**src/rtl/core/jsme_pkg.sv**
```systemverilog
`default_nettype none

package jsme_pkg;

  // Table and field geometry
  localparam int unsigned MAX_JOBS      = 16;
  localparam int unsigned MAX_MACHINES  = 16;
  localparam int unsigned DURATION_BITS = 16;
  localparam int unsigned SLOTS         = 16;

  localparam int unsigned JOB_W   = 4;
  localparam int unsigned SLOT_W  = $clog2(SLOTS);
  localparam int unsigned MACH_W  = 4;
  localparam int unsigned DUR_W   = 16;
  localparam int unsigned TIME_W  = 32;
  localparam int unsigned CNT_W   = 5;
  localparam int unsigned OP_W    = SLOT_W + 1;
  localparam int unsigned ADDR_W  = JOB_W + SLOT_W;
  localparam int unsigned TABLE_DEPTH = MAX_JOBS * SLOTS;

  // Command codes
  localparam logic CMD_LOAD  = 1'b0;
  localparam logic CMD_SCHED = 1'b1;

  // Configuration register indexes
  localparam int unsigned CFG_IDX_W  = 1;
  localparam int unsigned CFG_DATA_W = CNT_W;
  localparam logic [CFG_IDX_W-1:0] CFG_JOB_COUNT     = 1'b0;
  localparam logic [CFG_IDX_W-1:0] CFG_MACHINE_COUNT = 1'b1;
  localparam logic [CNT_W-1:0]     COUNT_RESET       = CNT_W'(16);

  // Classified item passed from front to back
  typedef struct packed {
    logic                     sched;
    logic                     job_ok;
    logic [JOB_W-1:0]         job;
    logic [SLOT_W-1:0]        slot;
    logic [MACH_W-1:0]        machine;
    logic [DURATION_BITS-1:0] duration;
    logic                     last;
  } jsme_item_t;

  // One operation table entry
  typedef struct packed {
    logic [MACH_W-1:0]        machine;
    logic [DURATION_BITS-1:0] duration;
  } jsme_entry_t;

  // One result
  typedef struct packed {
    logic [JOB_W-1:0]  job;
    logic [SLOT_W-1:0] op_index;
    logic [MACH_W-1:0] machine;
    logic [TIME_W-1:0] start_time;
    logic [TIME_W-1:0] finish_time;
    logic [TIME_W-1:0] makespan;
    logic              error;
    logic              last;
  } jsme_result_t;

endpackage

`default_nettype wire

```
**src/rtl/core/jsme_queue.sv**
```systemverilog
`default_nettype none

module jsme_queue (
  input  logic                 clk_i,
  input  logic                 rst_ni,
  input  logic                 push_valid_i,
  output logic                 push_ready_o,
  input  jsme_pkg::jsme_item_t push_item_i,
  output logic                 pop_valid_o,
  input  logic                 pop_ready_i,
  output jsme_pkg::jsme_item_t pop_item_o
);
  import jsme_pkg::*;

  jsme_item_t  slot_q [2];
  logic        wr_ptr_q, rd_ptr_q;
  logic [1:0]  count_q, count_d;
  logic        push, pop;

  assign push_ready_o = (count_q != 2'd2);
  assign pop_valid_o  = (count_q != 2'd0);
  assign push         = push_valid_i && push_ready_o;
  assign pop          = pop_valid_o && pop_ready_i;
  assign pop_item_o   = slot_q[rd_ptr_q];

  always_comb begin
    count_d = count_q;
    if (push && !pop) begin
      count_d = count_q + 2'd1;
    end else if (pop && !push) begin
      count_d = count_q - 2'd1;
    end
  end

  // Advance pointers and count
  always_ff @(posedge clk_i or negedge rst_ni) begin
    if (!rst_ni) begin
      wr_ptr_q <= 1'b0;
      rd_ptr_q <= 1'b0;
      count_q  <= 2'd0;
    end else begin
      if (push) wr_ptr_q <= !wr_ptr_q;
      if (pop)  rd_ptr_q <= !rd_ptr_q;
      count_q <= count_d;
    end
  end

  always_ff @(posedge clk_i) begin
    if (push) begin
      slot_q[wr_ptr_q] <= push_item_i;
    end
  end

endmodule

`default_nettype wire

```
**config.mk**
```make
export PLATFORM = sky130hd
export DESIGN_NAME = jsme_queue
export DESIGN_NICKNAME = d
export VERILOG_FILES = /design/src/rtl/core/jsme_pkg.sv /design/src/rtl/core/jsme_queue.sv
export SDC_FILE = /design/constraint.sdc
export NUM_CORES = 1
export LEC_CHECK = 0
export BUFFER_PORTS_ARGS = -buffer_cell sky130_fd_sc_hd__buf_4
export CAP_MARGIN = 20
export CORE_MARGIN = 2
export CORE_UTILIZATION = 54
export CTS_BUF_LIST = sky130_fd_sc_hd__clkbuf_2 sky130_fd_sc_hd__clkbuf_4 sky130_fd_sc_hd__clkbuf_8
export CTS_CLUSTER_SIZE = 24
export DETAILED_ROUTE_END_ITERATION = 6
export PLACE_DENSITY = 0.81
export SLEW_MARGIN = 20
export SYNTH_ARGS = -nofsm -noshare
export SYNTH_HDL_FRONTEND = slang
export SYNTH_SLANG_ARGS = --single-unit
```
**constraint.sdc**
```tcl
create_clock -name clk_i -period 2.6 [get_ports clk_i]
set_input_delay 0.13 -clock clk_i [delete_from_list [all_inputs] [get_ports clk_i]]
set_output_delay 0.13 -clock clk_i [all_outputs]
set_load 0.02 [all_outputs]
```
==> reports/qor.txt <==
total congestion overflow -> 0
Final Hold Fails -> 0
Die X -> 73.2 um
FF-to-FF setup slack -> 0.92 ns
num ports -> 68
Critical Path Start Type -> flop
top post-synthesis cells by area -> edfxtp_1 (72%), mux2_4 (17%), dfrtp_1 (3.9%)
initial antenna violation count -> 0
fin nets -> 260
Iter 0 DRT Violations -> 93
worst slew pin tran -> 0.525 ns
dpl ws -> 0.940 ns
VDD IR-drop max -> 0.711 mV
DRC Markers -> 0
Crit. End Element -> output port
number of port buffers -> 67
largest net degree at the start of global routing -> 24
# setup viols final -> 0
Pre-antenna DRT Iters -> 4
Final period util -> 0.778
crit-path max FO -> 23
Peak Freq -> 495 MHz
Relative slew margins -> 0.650
max-slew violations -> 0
most frequent cells in the layout -> buf_4 (69), edfxtp_1 (62), dlygate4sd3_1 (32)
crit path kind -> reg2out
Sink Count -> 66
Clock Latency Late Sink -> 0.34 ns
total CTS buffers -> 9
min-delay worst type -> in2reg
Hold-fix buffers, CTS -> 32
Area Overhead vs Synth -> 42.7%
final setup margin -> 0.578 ns
total negative slack -> 0 ns
share of cells above drive strength 1 -> 0.520
post-cts resize count -> 0
Post-Syn Nets -> 151
RD Place Congestion -> 0.670
Clock Root Buffer -> clkbuf_8
LEAKAGE -> 1.51 nW
sequential element share of the synthesized area -> 0.758
clk_skew -> 0.0105 ns
area leader, netlist -> edfxtp_1
Netlist cell types -> 16
via count -> 1397
post-synthesis cell count -> 115
TritonCTS clock tree -> done
first-pass GRT wire length -> 6.94 mm
synth warn -> 0
# rows -> 25
Starting Density -> 0.555
vias in the first global route -> 1458
most common cell after layout, fill and taps aside -> buf_4
Max-Cap Viols -> 0
Reg clk slew, reported paths -> 0.07 ns
M1 WL -> 1.97 mm
Util after Layout -> 0.792
DR WL met3 -> 226 um
post-DR vias/cell -> 4.94
Mean Syn Cell Area -> 22.5 um2
data arrival time of the worst path -> 1.89 ns
clk buf depth -> 2
storage element area -> 1960 um2
outcome -> finished clean
Die Span Y -> 73.2 um
Antenna diodes -> 0
share of the synthesized area in the top cell type -> 0.720
WL met2 -> 2.52 mm
synthesized area -> 2590 um2
RSZ-0062 raised after global routing -> false
Multi-input gate area -> 558 um2
Worst Path Required -> 2.47 ns
gr usage total -> 0.188
Yosys reg bits -> 66
minimum clock period -> 2.02 ns
DRT Wirelength -> 4.77 mm
P per Cell Area -> 1120 nW/um2
WL/cell -> 16.9 um
ANT nets after route -> 0
Top Metal Used -> met4
Post-CTS Setup Inserts -> 0
filler instances -> 236
HPWL after DPL -> 2.82 mm
H-tree depth -> 3
core area -> 4660 um2
total die area -> 5360 um2
==> cells by family (layout without fill, tap and decap cells) <==
group	after synthesis	count (layout)	synth area share
DFF	66	66	0.758
muxes	31	31	0.177
and+or+nand+nor	7	7	0.0140
xor gates and xnor gates	5	5	0.0169
buffers and inverters	5	119	0.0290
adders and majority gates	1	1	0.00483
==> worst paths after layout <==
kind                                   startpoint                      end  depth (start not counted)
max                          rd_ptr_q$_DFFE_PN0P_           pop_item_o[22]                          3
min                                   pop_ready_i     rd_ptr_q$_DFFE_PN0P_                          3
max reg2reg                count_q[0]$_DFFE_PN0P_  slot_q[0][27]$_DFFE_PP_                          4
min reg2reg                count_q[1]$_DFFE_PN0P_   count_q[1]$_DFFE_PN0P_                          1
max in group asynchronous                  rst_ni     rd_ptr_q$_DFFE_PN0P_                          2
min in group asynchronous                  rst_ni   count_q[0]$_DFFE_PN0P_                          2
==> state kept, by name, summed over array words and instances, names as in the netlist <==
register	cells
wr_ptr_q	1
slot_q	62
count_q	2
rd_ptr_q	1
==> metrics by stage <==
step           std cells  power, mW  instance area [um2]  hold WS, ns
6_report             283       4.15                 3690       0.0947
5_1_grt              283       4.31                 3690       0.0886
4_1_cts              283       4.16                 3690       0.0820
3_5_place_dp         235       3.11                 3130      -0.0697
3_3_place_gp         235       3.07                 3130      -0.0711
2_1_floorplan        115       2.67                 2590       -0.166
==> Yosys cell counts <==
library cell,n
buf_6,1
dfrtp_1,4
nand2b_1,1
mux2_2,2
buf_12,3
or2_1,1
xnor2_1,3
ha_1,1
nand2_1,1
xor2_1,2
and3_1,1
edfxtp_1,62
nor2_1,2
inv_1,1
mux2_4,29
nand2_2,1
==> final cells by class <==
class                   instances  share of cell area
inverters                       1             0.00102
clock buffers                   9              0.0335
repair buffers                102               0.232
well taps                      54              0.0183
multi-input cells              44               0.151
flip-flops and latches         66               0.532
clock inverters                 7              0.0319
==> power breakdown <==
part / internal [mW] / switching (mW) / total (mW)
Combinational: 0.790 / 0.757 / 1.55
Clock: 0.635 / 0.381 / 1.02
Sequential: 1.46 / 0.126 / 1.59
Total: 2.89 / 1.26 / 4.15
==> routing by layer <==
layer  track usage  vias up
met3        0.0704        6
met2         0.310       46
met5             0        -
met4        0.0947        0
met1         0.214      681
li1              -      664
==> critical path: stages, from the launching register on <==
cell and delay (ns):
dfrtp_2 0.56, buf_4 0.45, mux2_2 0.38, buf_4 0.16
Note: power is estimated with default switching activity, not from simulation.
