## src/rtl/core/jsme_pkg.sv

```systemverilog
`default_nettype none

package jsme_pkg;

  // Table and field geometry
  localparam int unsigned MAX_JOBS      = 16;
  localparam int unsigned MAX_MACHINES  = 16;
  localparam int unsigned DURATION_BITS = 16;
  localparam int unsigned SLOTS         = 16;

  localparam int unsigned JOB_W   = 4;
  localparam int unsigned SLOT_W  = $clog2(SLOTS);
  localparam int unsigned MACH_W  = 4;
  localparam int unsigned DUR_W   = 16;
  localparam int unsigned TIME_W  = 32;
  localparam int unsigned CNT_W   = 5;
  localparam int unsigned OP_W    = SLOT_W + 1;
  localparam int unsigned ADDR_W  = JOB_W + SLOT_W;
  localparam int unsigned TABLE_DEPTH = MAX_JOBS * SLOTS;

  // Command codes
  localparam logic CMD_LOAD  = 1'b0;
  localparam logic CMD_SCHED = 1'b1;

  // Configuration register indexes
  localparam int unsigned CFG_IDX_W  = 1;
  localparam int unsigned CFG_DATA_W = CNT_W;
  localparam logic [CFG_IDX_W-1:0] CFG_JOB_COUNT     = 1'b0;
  localparam logic [CFG_IDX_W-1:0] CFG_MACHINE_COUNT = 1'b1;
  localparam logic [CNT_W-1:0]     COUNT_RESET       = CNT_W'(16);

  // Classified item passed from front to back
  typedef struct packed {
    logic                     sched;
    logic                     job_ok;
    logic [JOB_W-1:0]         job;
    logic [SLOT_W-1:0]        slot;
    logic [MACH_W-1:0]        machine;
    logic [DURATION_BITS-1:0] duration;
    logic                     last;
  } jsme_item_t;

  // One operation table entry
  typedef struct packed {
    logic [MACH_W-1:0]        machine;
    logic [DURATION_BITS-1:0] duration;
  } jsme_entry_t;

  // One result
  typedef struct packed {
    logic [JOB_W-1:0]  job;
    logic [SLOT_W-1:0] op_index;
    logic [MACH_W-1:0] machine;
    logic [TIME_W-1:0] start_time;
    logic [TIME_W-1:0] finish_time;
    logic [TIME_W-1:0] makespan;
    logic              error;
    logic              last;
  } jsme_result_t;

endpackage

`default_nettype wire

```

## src/rtl/core/jsme_front.sv

```systemverilog
`default_nettype none

module jsme_front (
  input  logic                             clk_i,
  input  logic                             rst_ni,
  input  logic                             cfg_valid_i,
  output logic                             cfg_ready_o,
  input  logic [jsme_pkg::CFG_IDX_W-1:0]   cfg_index_i,
  input  logic [jsme_pkg::CFG_DATA_W-1:0]  cfg_data_i,
  input  logic                             in_valid_i,
  output logic                             in_ready_o,
  input  logic                             cmd_i,
  input  logic [jsme_pkg::JOB_W-1:0]       job_i,
  input  logic [jsme_pkg::SLOT_W-1:0]      op_slot_i,
  input  logic [jsme_pkg::MACH_W-1:0]      machine_i,
  input  logic [jsme_pkg::DUR_W-1:0]       duration_i,
  input  logic                             last_i,
  output logic                             item_valid_o,
  output jsme_pkg::jsme_item_t             item_o,
  input  logic                             item_ready_i
);
  import jsme_pkg::*;

  logic [CNT_W-1:0] job_count_q, machine_count_q;
  logic             valid_q, valid_d;
  jsme_item_t       item_q, item_d;
  logic             accept, keep, job_in_table, mach_ok;

  // Configuration registers, always ready
  assign cfg_ready_o = 1'b1;

  always_ff @(posedge clk_i or negedge rst_ni) begin
    if (!rst_ni) begin
      job_count_q     <= COUNT_RESET;
      machine_count_q <= COUNT_RESET;
    end else if (cfg_valid_i) begin
      unique case (cfg_index_i)
        CFG_JOB_COUNT:     job_count_q     <= cfg_data_i;
        CFG_MACHINE_COUNT: machine_count_q <= cfg_data_i;
        default: ;
      endcase
    end
  end

  // Classify the incoming item
  always_comb begin
    job_in_table    = 32'(job_i) < MAX_JOBS;
    mach_ok         = (CNT_W'(machine_i) < machine_count_q) && (32'(machine_i) < MAX_MACHINES);
    item_d.sched    = (cmd_i == CMD_SCHED);
    item_d.job_ok   = job_in_table && (CNT_W'(job_i) < job_count_q);
    item_d.job      = job_i;
    item_d.slot     = op_slot_i;
    item_d.machine  = machine_i;
    item_d.duration = duration_i[DURATION_BITS-1:0];
    item_d.last     = last_i;
    // drop loads that name a job outside the table or a machine beyond machine_count
    keep            = item_d.sched || (job_in_table && mach_ok);
  end

  assign in_ready_o = !valid_q || item_ready_i;
  assign accept     = in_valid_i && in_ready_o;

  // Hold the classified item until the queue takes it
  always_comb begin
    valid_d = valid_q;
    if (accept) begin
      valid_d = keep;
    end else if (item_ready_i) begin
      valid_d = 1'b0;
    end
  end

  always_ff @(posedge clk_i or negedge rst_ni) begin
    if (!rst_ni) begin
      valid_q <= 1'b0;
    end else begin
      valid_q <= valid_d;
    end
  end

  always_ff @(posedge clk_i) begin
    if (accept) begin
      item_q <= item_d;
    end
  end

  assign item_valid_o = valid_q;
  assign item_o       = item_q;

endmodule

`default_nettype wire

```

## config.mk

```make
export PLATFORM = sky130hd
export DESIGN_NAME = jsme_front
export DESIGN_NICKNAME = d
export VERILOG_FILES = /design/src/rtl/core/jsme_pkg.sv /design/src/rtl/core/jsme_front.sv
export SDC_FILE = /design/constraint.sdc
export NUM_CORES = 1
export LEC_CHECK = 0
export BUFFER_PORTS_ARGS = -buffer_cell sky130_fd_sc_hd__buf_2
export CORE_MARGIN = 2
export CORE_UTILIZATION = 25
export CTS_CLUSTER_DIAMETER = 80
export CTS_CLUSTER_SIZE = 12
export DETAILED_ROUTE_END_ITERATION = 8
export GPL_ROUTABILITY_DRIVEN = 0
export GPL_TIMING_DRIVEN = 0
export HOLD_SLACK_MARGIN = 0.03
export MAX_ROUTING_LAYER = met4
export SLEW_MARGIN = 30
export SYNTH_ARGS = -nofsm -noshare
export SYNTH_HDL_FRONTEND = slang
export SYNTH_SLANG_ARGS = --single-unit
export TNS_END_PERCENT = 20
```

## constraint.sdc

```tcl
create_clock -name clk_i -period 1.9 [get_ports clk_i]
set_input_delay 0 -clock clk_i [delete_from_list [all_inputs] [get_ports clk_i]]
set_output_delay 0 -clock clk_i [all_outputs]
set_load 0.05 [all_outputs]
```

==> results_dict.tcl <==
set metrics [dict create \
    outcome "finished clean" \
    r2r_cells 6 \
    holdCritPathClass "primary input to async pin" \
    flop_and_latch_count_out_of_synthesis 42 \
    grtUsageTotal_pct 11.0 \
    number_of_global_route_vias_before_repair 1188 \
    final_setup_violating_endpoints 0 \
    cts.clk_slew.worst_paths_ps 80 \
    post_synth_num_cell_types 21 \
    postSynthCellCount 89 \
    period_share_pct 93.8 \
    achievable-frequency_mhz 561 \
    clk_path_buf_depth 2 \
    reg2reg_setup_slack_ps 140 \
    die-height_um 82.9 \
    critical_path.max_fanout 2 \
    placement_rows 28 \
    die_w_um 82.9 \
    timing.critical_path.arrival_ps 2010 \
    ctsHtreeMaxLevel 2 \
    slew_headroom_pct 55.8 \
    die-area_um2 6880 \
    drv_slew 0 \
    routed_antenna_nets 0 \
    flow.area_growth_from_synthesis_pct 61.0 \
    crit_path_top_delay_cell "sky130_fd_sc_hd__dlygate4sd3_1" \
    worst_ep_required_time_ps 2130 \
    ys_warn_count 0 \
    cts.sinks 42 \
    share_of_final_layout_standard_cells_stronger_than_drive_strength_1_pct 45.2 \
    timing_worst_setup_path_type "primary input to flip-flop" \
    post-dp-hpwl_mm 2.47 \
    netlist_area_um2 1560 \
    power.net_switching_uw 610 \
    vias_per_cell 3.96 \
    nets 254 \
    grt_max_degree 32 \
    layout_min_cycle_time_ps 1780 \
    synth_enable_flop_cells 31 \
    postCtsSetupRepairBufs 0 \
    avgSynthCellArea_um2 17.5 \
    post_syn_nets 136 \
    max-vdd-ir-drop_uv 394 \
    place_area_um2 2020 \
    capturing_element_type_of_the_critical_path "flip-flop" \
    finalHoldViolations 0 \
    p_int_mw 1.65 \
    1st_iter_drt_viols 14 \
    remaining_drc_errors 0 \
    power.leakage_nw 1.11 \
    worst_slew_pin_slew_ps 663 \
    logic_gate_share_of_total_power_pct 20.9 \
    coreArea_um2 5960 \
    clock-root-buffer "sky130_fd_sc_hd__clkbuf_8" \
    rsz0062_at_grt "no" \
    fin_worst_skew_ps 4.46 \
    finalSetupTns_ps 0 \
    insertion_delay_ps 290 \
    postLayoutCoreUtil_pct 42.1 \
    max_cap_violations 0 \
    critical_path.max_stage_delay_ps 580 \
    worstReg2RegStart "machine_count_q[2]" \
    cts_tree "built" \
    number_of_iterations_in_the_first_detailed_routing_pass 3 \
    globalRoute.totalOverflow 0 \
    drt-wirelength-per-cell_um 12.3 \
    cts_made_buffers 5 \
    io_pins 75 \
    seqPwrFrac_pct 49.1 \
    seq_area_frac_synth_pct 77.6 \
    power.switching_fraction_pct 27.0 \
    share_clk_of_total_power_pct 30.0 \
    rr_endpoint "item_valid_o" \
    antenna_cells_inserted 0 \
    ys.flop_type "sky130_fd_sc_hd__edfxtp_1" \
    power.density_nw_per_um2 900 \
    grt_first_pass_wirelength_mm 5.78 \
    cp_common_cell "sky130_fd_sc_hd__dlygate4sd3_1" \
    synthArstFlopShare_pct 26.2 \
    route.vias.total 1122 \
    port_buffers 73 \
    final_area_um2 2510 \
    timing.critical_path.cells "dlygate4sd3_1, buf_2, ha_1, a21oi_1, o21ai_0, a221oi_2, dlygate4sd3_1" \
    number_of_antenna_violations_at_the_first_check_in_global_routing 0 \
    startpoint_type "primary input" \
    fin_worst_hold_slack_ps 119 \
    start_util_pct 26.2 \
    routed_wirelength_mm 3.47 \
]
[registers in the layout, summed over array words and instances, names as in the netlist]
name / flops
job_count_q: 5
item_valid_o: 1
item_o: 31
machine_count_q: 5
[critical path: cells and delay by family]
family / cells / cell delay (ps)
buffers and inverters: 3 / 1250
adder cells (fa/ha/maj): 1 / 300
AO/OA/AOI/OAI: 3 / 460
[cell families (layout without fill, tap and decap cells)]
family,Yosys count,in the layout,share of synthesized area [%]
DFF,42,42,77.6
other,1,1,0.241
adders and majority gates,6,6,4.82
and+or+nand+nor,16,16,5.54
muxes,7,7,5.54
buffers and inverters,9,128,2.89
AOI/OAI and AO/OA,8,8,3.37
[synth_stat cells, types with 2 or more instances]
cell                       count  area share [%]
sky130_fd_sc_hd__dfstp_2       2             3.4
sky130_fd_sc_hd__o21ai_0       5             1.6
sky130_fd_sc_hd__ha_1          6             4.8
sky130_fd_sc_hd__mux2_2        5             3.6
sky130_fd_sc_hd__nor2_1        4            0.96
sky130_fd_sc_hd__edfxtp_1     31              60
sky130_fd_sc_hd__inv_1         7             1.7
sky130_fd_sc_hd__nand2_1       5             1.2
sky130_fd_sc_hd__and3_1        2            0.80
sky130_fd_sc_hd__dfrtp_1       9              14
sky130_fd_sc_hd__mux2_4        2             1.9
sky130_fd_sc_hd__nor2b_1       2            0.80
[stage by stage]
stage	std cells	setup WS (ps)	power, mW
CTS	283	94.1	2.29
global placement	237	420	1.53
floorplan	89	159	1.42
global route	283	14.6	2.38
detailed placement	237	413	1.54
finish	283	117	2.26
[how the worst max path moves through the flow]
stage	startpoint	to	slack, ps	cells past startpoint
after floorplan	item_valid_o	item_o[0]	160	2
after global placement	item_valid_o	item_o[11]	420	2
after detailed placement	item_valid_o	item_o[25]	410	2
after CTS	machine_i[2]	item_valid_o	90	7
after global routing	machine_count_q[2]	item_valid_o	10	6
final	machine_i[2]	item_valid_o	120	7
[cell type report]
| type | count | area, µm² |
|---|---|---|
| fillers | 559 | 3450 |
| flip-flops and latches | 42 | 1210 |
| repair buffers | 111 | 746 |
| multi-input cells | 38 | 305 |
| well taps | 75 | 93.8 |
| clock buffers | 6 | 72.6 |
| clock inverters | 2 | 37.5 |
| inverters | 7 | 26.3 |
| plain buffers | 2 | 18.8 |
[power groups by stage]
stage / Clock, mW / Sequential [mW] / Combinational (mW)
floorplan: 0 / 1.30 / 0.121
global placement: 0 / 1.13 / 0.404
detailed placement: 0 / 1.13 / 0.412
CTS: 0.702 / 1.11 / 0.477
global route: 0.750 / 1.12 / 0.508
finish: 0.678 / 1.11 / 0.472
[cells in the final DEF (no fill, tap or decap), types with 2 or more instances in the layout]
| cell | count |
|---|---|
| sky130_fd_sc_hd__inv_1 | 7 |
| sky130_fd_sc_hd__mux2_2 | 5 |
| sky130_fd_sc_hd__ha_1 | 6 |
| sky130_fd_sc_hd__o21ai_0 | 5 |
| sky130_fd_sc_hd__and3_1 | 2 |
| sky130_fd_sc_hd__buf_2 | 73 |
| sky130_fd_sc_hd__dfstp_2 | 2 |
| sky130_fd_sc_hd__mux2_4 | 2 |
| sky130_fd_sc_hd__dlygate4sd3_1 | 38 |
| sky130_fd_sc_hd__clkbuf_8 | 5 |
| sky130_fd_sc_hd__nor2b_1 | 2 |
| sky130_fd_sc_hd__nor2_1 | 4 |
| sky130_fd_sc_hd__edfxtp_1 | 31 |
| sky130_fd_sc_hd__nand2_1 | 5 |
| sky130_fd_sc_hd__dfrtp_1 | 9 |
[metal layers]
metal / GRT usage [%] / vias to the layer above / wire (µm)
li1: - / 551 / -
met1: 12.6 / 507 / 1540
met2: 16.9 / 60 / 1560
met3: 4.67 / 4 / 326
met4: 4.92 / 0 / 44
met5: - / - / 0
[what timing repair did]
| item | CTS | global route |
|---|---|---|
| resized for setup | 0 | 0 |
| hold endpoints to repair | 52 | 0 |
| hold buffers | 38 | 0 |
(Power assumes the default switching activity.)
